$ cat config.mk
export PLATFORM = sky130hd
export DESIGN_NAME = ofsc_queue
export DESIGN_NICKNAME = d
export VERILOG_FILES = /design/src/rtl/assert_macros.svh /design/src/rtl/ofsc_queue.sv
export SDC_FILE = /design/constraint.sdc
export NUM_CORES = 1
export LEC_CHECK = 0
export BUFFER_PORTS_ARGS = -buffer_cell sky130_fd_sc_hd__clkbuf_2
export CORE_MARGIN = 2
export CORE_UTILIZATION = 32
export DETAILED_ROUTE_END_ITERATION = 16
export GPL_ROUTABILITY_DRIVEN = 0
export PLACE_DENSITY_LB_ADDON = 0.12
export SETUP_SLACK_MARGIN = 0.4
export SLEW_MARGIN = 15
export SYNTH_ARGS = -nofsm -noshare
export SYNTH_HDL_FRONTEND = slang
export SYNTH_SLANG_ARGS = --single-unit
$ cat constraint.sdc
create_clock -name aclk -period 7.5 [get_ports aclk]
set_input_delay 0.375 -clock aclk [delete_from_list [all_inputs] [get_ports aclk]]
set_output_delay 0.375 -clock aclk [all_outputs]
set_load 0.01 [all_outputs]
$ cat src/rtl/assert_macros.svh
// ---------------------------------------------------------------------------
// Assertion macros
// Shared concurrent assertion shorthands for the sphere cull RTL.
// ---------------------------------------------------------------------------
`ifndef ASSERT_MACROS_SVH
`define ASSERT_MACROS_SVH

// Check a property on every clock edge outside reset.
`define OFSC_ASSERT(lbl, prop, msg) \
    lbl: assert property (@(posedge aclk) disable iff (!aresetn) (prop)) else $error(msg);

// Check a property on every clock edge, reset included.
`define OFSC_ASSERT_RST(lbl, prop, msg) \
    lbl: assert property (@(posedge aclk) (prop)) else $error(msg);

`endif

$ cat src/rtl/ofsc_queue.sv
// ---------------------------------------------------------------------------
// ofsc_queue
// Small register FIFO between the transform front and the test back end.
// ---------------------------------------------------------------------------
module ofsc_queue #(
    parameter int DEPTH = 4,
    parameter int WIDTH = 97
) (
    input  logic             aclk,
    input  logic             aresetn,
    input  logic             in_valid,
    output logic             in_ready,
    input  logic [WIDTH-1:0] in_data,
    output logic             out_valid,
    input  logic             out_ready,
    output logic [WIDTH-1:0] out_data
);

    localparam int PTR_W = (DEPTH > 1) ? $clog2(DEPTH) : 1;
    localparam int CNT_W = $clog2(DEPTH + 1);

    logic [WIDTH-1:0] mem_reg [DEPTH];
    logic [PTR_W-1:0] wr_ptr_reg, wr_ptr_next;
    logic [PTR_W-1:0] rd_ptr_reg, rd_ptr_next;
    logic [CNT_W-1:0] count_reg, count_next;
    logic             wr_en, rd_en;

    assign in_ready  = (count_reg != CNT_W'(DEPTH));
    assign out_valid = (count_reg != '0);
    assign out_data  = mem_reg[rd_ptr_reg];
    assign wr_en     = in_valid && in_ready;
    assign rd_en     = out_valid && out_ready;

    // Advance pointers with wrap and track fill level
    always_comb begin
        wr_ptr_next = wr_ptr_reg;
        rd_ptr_next = rd_ptr_reg;
        count_next  = count_reg;
        if (wr_en) begin
            wr_ptr_next = (wr_ptr_reg == PTR_W'(DEPTH - 1)) ? '0 : wr_ptr_reg + 1'b1;
        end
        if (rd_en) begin
            rd_ptr_next = (rd_ptr_reg == PTR_W'(DEPTH - 1)) ? '0 : rd_ptr_reg + 1'b1;
        end
        unique case ({wr_en, rd_en})
            2'b10:   count_next = count_reg + 1'b1;
            2'b01:   count_next = count_reg - 1'b1;
            default: count_next = count_reg;
        endcase
    end

    always_ff @(posedge aclk) begin
        if (!aresetn) begin
            wr_ptr_reg <= '0;
            rd_ptr_reg <= '0;
            count_reg  <= '0;
        end else begin
            wr_ptr_reg <= wr_ptr_next;
            rd_ptr_reg <= rd_ptr_next;
            count_reg  <= count_next;
        end
    end

    // Store entry data
    always_ff @(posedge aclk) begin
        if (wr_en) begin
            mem_reg[wr_ptr_reg] <= in_data;
        end
    end

endmodule

* After elaboration in Yosys (flattened, before gate mapping) *
Memories as Yosys holds them, arrays and structs flattened. A register that Yosys moved wholly into a read port is not among the register bits.
Cells that the tools add are included.

storage, ports and cells
  register bits after elaboration = 7
  bits in latches = 0
  memory bits (writable) = 388
  bits in read-only memories = 0
  bits of input ports = 101
  output and inout bits = 99
  logic and storage cells = 24
  memories = 1

cells by class
  add/subtract/negate cells = 4
  multiply operators = 0
  div/mod/pow operators = 0
  $lt $le $gt $ge = 0
  equality and inequality tests = 5
  shifts and indexed selects = 0
  multiplexer cells = 7
  bitwise gates (word level) = 0
  reduce and logical (&&, ||, !) cells = 4

memories
  memory   words  bits a word  read ports  clocked after Yosys merged registers in  write ports  line              RTL
  mem_reg  4      97           1           1                                        1            ofsc_queue.sv:22  logic [WIDTH-1:0] mem_reg [DEPTH];

operators by type and width
  cell                 number
  $mux 2               4
  $eq 2x2->1 const B   3
  $pmux 3 s2           1
  $add 2x1->2 const B  2
  $add 3x1->3 const B  1
  $ne 3x3->1 const B   1
  $reduce_bool 3->1    1
  $sub 3x1->3 const B  1
  $eq 2x1->1 const B   1
  $logic_and 1x1->1    2
  $mux 1               2
  $reduce_bool 2->1    1

* Longest topological paths before layout *
  depth after elaboration = 4
  mapped depth = 10
  gate-level depth less buffers = 9

* Worst setup path after synthesis *
No wires, ideal clock.

  kind = register -> register
  from = register count_reg[2]
  to = register count_reg[2]
  library setup time = 0.076 ns
  data arrival time = 2.295 ns
  data required time = 7.424 ns
  path slack = 5.129 ns
  cell stages (with the launch flop) = 11
  path buffers = 1
  clock period less this slack = 2.371 ns
  path through = dfxtp_1 > or3b_1 > buf_6 > and2_4 > inv_1 > ha_1 > inv_1 > fa_1 > xor2_1 > or3_2 > a21boi_0

on the way
  longest elaborated chain between the ends = 4
  elaborated cells on any way between the ends = 10
  those cells by class = add/sub (2); eq/ne (3); mux (1); reduce/logical (4)

ends and longest elaborated chain
  item                                                    line              RTL
  from (decl)                                             ofsc_queue.sv:25  logic [CNT_W-1:0] count_reg, count_next;
  from (signal assigned)                                  ofsc_queue.sv:60  count_reg <= count_next;
  $ne 3x3->1 (*)                                          ofsc_queue.sv:28  assign in_ready = (count_reg != CNT_W'(DEPTH));
  net in_ready                                            ofsc_queue.sv:12  output logic in_ready,
  $logic_and 1x1->1 (*)                                   ofsc_queue.sv:31  assign wr_en = in_valid && in_ready;
  $eq 2x1->1 / $eq 2x2->1 (equally long branches)         ofsc_queue.sv:45  unique case ({wr_en, rd_en})
  $pmux 3 s2 / $reduce_bool 2->1 (equally long branches)  -

Mark *: on every way through the listed nets, which the timed path passes. The rest lies on a longest branch.
A chain may end at the register's enable or synchronous reset.

==> out/metrics.yaml <==
start_util_pct: 32.6
yosys.area.top_type_share_pct: 80.5
p_clk_share_pct: 32.2
p_switching_mw: 1.52
wl_per_cell_um: 21.4
path_clk_slew_ns: 0.06
slew_viol_final: 0
min_period_ns: 3.14
viasPerCell: 4.70
grt.total_usage_pct: 13.1
path_max_fanout: 51
syn_to_final_growth_pct: 20.2
fmax_mhz: 319
dieArea_um2: 47000
fin_skew_ns: 0.0111
tns_ns: 0
yosys.area.top_type: "edfxtp_1"
cts_resized: 0
tightest_slew_ns: 1.13
worst_setup_path_end_kind: "primary output"
synthXorXnorAreaFrac_pct: 0.121
die_h_um: 217
yosys.area_share.simple_pct: 0.838
netlist_area_um2: 14500
syn_inst: 563
cts_root_buffer: "clkbuf_16"
post_cts_buffers: 0
max_slew_margin_pct: 24.9
pwr-share-seq_pct: 47.0
cts_sinks: 397
synth.avg_cell_area_um2: 25.7
min-delay-start: "in_data[62]"
yosysWarnings: 0
cts_tree: "yes"
grt_pass1_vias: 7261
hp-class: "in2reg"
synth_edf_count: 388
clk_latency_ns: 0.54
yosysMostFrequentCell: "edfxtp_1"
fin_nets: 897
htreeDepth: 2
setup_viol: 0
synth_mux_area_share_pct: 15.2
ir_drop_mv: 0.170
path_buf_inv: 2
holdWs_ns: 0.0513
antenna_found_initial: 1
synth-seq-cells: 397
pin_count: 200
drc: 0
p_int_mw: 4.33
num_rows: 77
run_status: "finished, final reports clean"
worstPathCellList: "buf_4 -> mux4_2 -> clkbuf_2"
synth_ff_type: "edfxtp_1"
largest_reg_flops: 388
final_cell_count_no_fill: 1413
drtIter0Drc: 403
overflow: 0
ys_types: 25
critPathTopFamily: "buffers and inverters"
cpPeakStageDelay_ns: 0.82
core_um2: 44400
synth_common_cells: "edfxtp_1 (388), mux4_2 (97), buf_2 (11)"
period_share_pct: 41.8
timing.rr.start: "count_reg[0]"
cp-start-kind: "register"
grt_pass1_wl_um: 45500
fillers: 3994
yosysSeqAreaShare_pct: 81.7
worstPathRequired_ns: 7.12
cts_buffer_depth: 3
firstDrtPassIters: 6
finalHoldViolCount: 0
vias: 6639
drt_wl_total_um: 30300
worstPathArrival_ns: 2.76
synthAdderAreaFrac_pct: 0.657
switching_share_pct: 26.0
drive_gt1_share_pct: 44.9
grt_setup_unrepaired: "no"
synthTopCellsByArea: "edfxtp_1 (80%), mux4_2 (15%), dfxtp_1 (1.2%)"
cts_buffers: 42
placedCellCount: 1337
fp.dieW_um: 217
worstSetupPathType: "reg2out"
synth_top_family_by_area: "multiplexers"
grt_max_degree: 67
cts.hold.buffers_added: 0
drtAntennaViolNets: 0
synth_nets: 671
combPwrFrac_pct: 20.7
powerDensity_nw_per_um2: 336
drv_cap: 0
synth-compound-area-share_pct: 0.277
hpwl_um: 17900
crit_slowest_cell: "dfxtp_4"
cellLeakagePower_nw: 5.77
synthArstFlopShare_pct: 0
port_buffers: 199
power by group through the flow:
stage / Clock (mW) / Sequential, mW / Combinational, mW
after global placement: 0 / 2.79 / 1.24
after floorplan: 0 / 2.76 / 0.810
after detailed placement: 0 / 2.80 / 1.26
after global routing: 2.04 / 2.78 / 1.32
final: 1.89 / 2.75 / 1.21
after CTS: 1.95 / 2.76 / 1.26
worst register-to-register path, delay by kind of cell (launching register included):
family | cells | cell delay (ns)
buffers and inverters | 1 | 0.97
and+or+nand+nor | 2 | 0.87
DFF | 1 | 0.39
cell usage in the layout, fill, tap and decap left out, drive strengths merged, types with 3 or more instances in the layout:
master | Yosys | routed
inv | 7 | 7
edfxtp | 388 | 388
clkinv | 0 | 17
nand2 | 6 | 6
ha | 6 | 6
clkbuf | 7 | 256
and3 | 4 | 4
dfxtp | 9 | 9
mux4 | 97 | 97
and2 | 3 | 3
buf | 17 | 7
o21ai | 5 | 5
final timing paths:
kind / cells after the start / slack (ns) / endpoint
worst max register to register: 3 / 4.85 / mem_reg[1][2]
worst max-delay path: 3 / 4.36 / out_data[71]
worst min register to register: 2 / 0.51 / wr_ptr_reg[0]
worst min-delay path: 1 / 0.05 / mem_reg[0][62]
per-stage QoR:
stage / setup WS (ns) / cell area (µm²) / total power, mW / utilization, %
after global placement: 4.84 / 16100 / 4.03 / 36.3
after CTS: 4.21 / 17400 / 5.97 / 39.2
after detailed placement: 4.75 / 16100 / 4.06 / 36.3
final: 4.36 / 17400 / 5.85 / 39.2
after floorplan: 5.13 / 14500 / 3.57 / -
after global routing: 4.18 / 17400 / 6.14 / 39.2
kinds of logic (layout without fill, tap and decap cells):
family / Yosys count / count (layout)
flops: 397 / 397
mux: 98 / 98
buf+inv: 31 / 288
simple gates: 21 / 21
fa+ha+maj: 7 / 7
compound gates: 7 / 7
xor+xnor: 2 / 2
other cells: 0 / 1
per-layer routing:
layer / GRT usage (%) / vias up / share of wire [%]
met3: 3.14 / 49 / 5.5
met1: 16.5 / 3534 / 42
met4: 4.61 / 2 / 2.4
li1: - / 2872 / -
met2: 22.0 / 182 / 50
met5: 0 / - / 0.043
final cells by class:
| cell class | count | area [µm²] | area share, % |
|---|---|---|---|
| Sequential cell | 397 | 11800 | 68.0 |
| Clock inverter | 18 | 82.6 | 0.474 |
| Inverter | 7 | 26.3 | 0.151 |
| Multi-Input combinational cell | 135 | 2480 | 14.3 |
| Clock buffer | 57 | 1180 | 6.79 |
| Tap cell | 592 | 741 | 4.26 |
| Antenna cell | 1 | 2.50 | 0.0144 |
| Timing Repair Buffer | 206 | 1050 | 6.02 |
No activity file was read; power rests on OpenSTA's default activity.
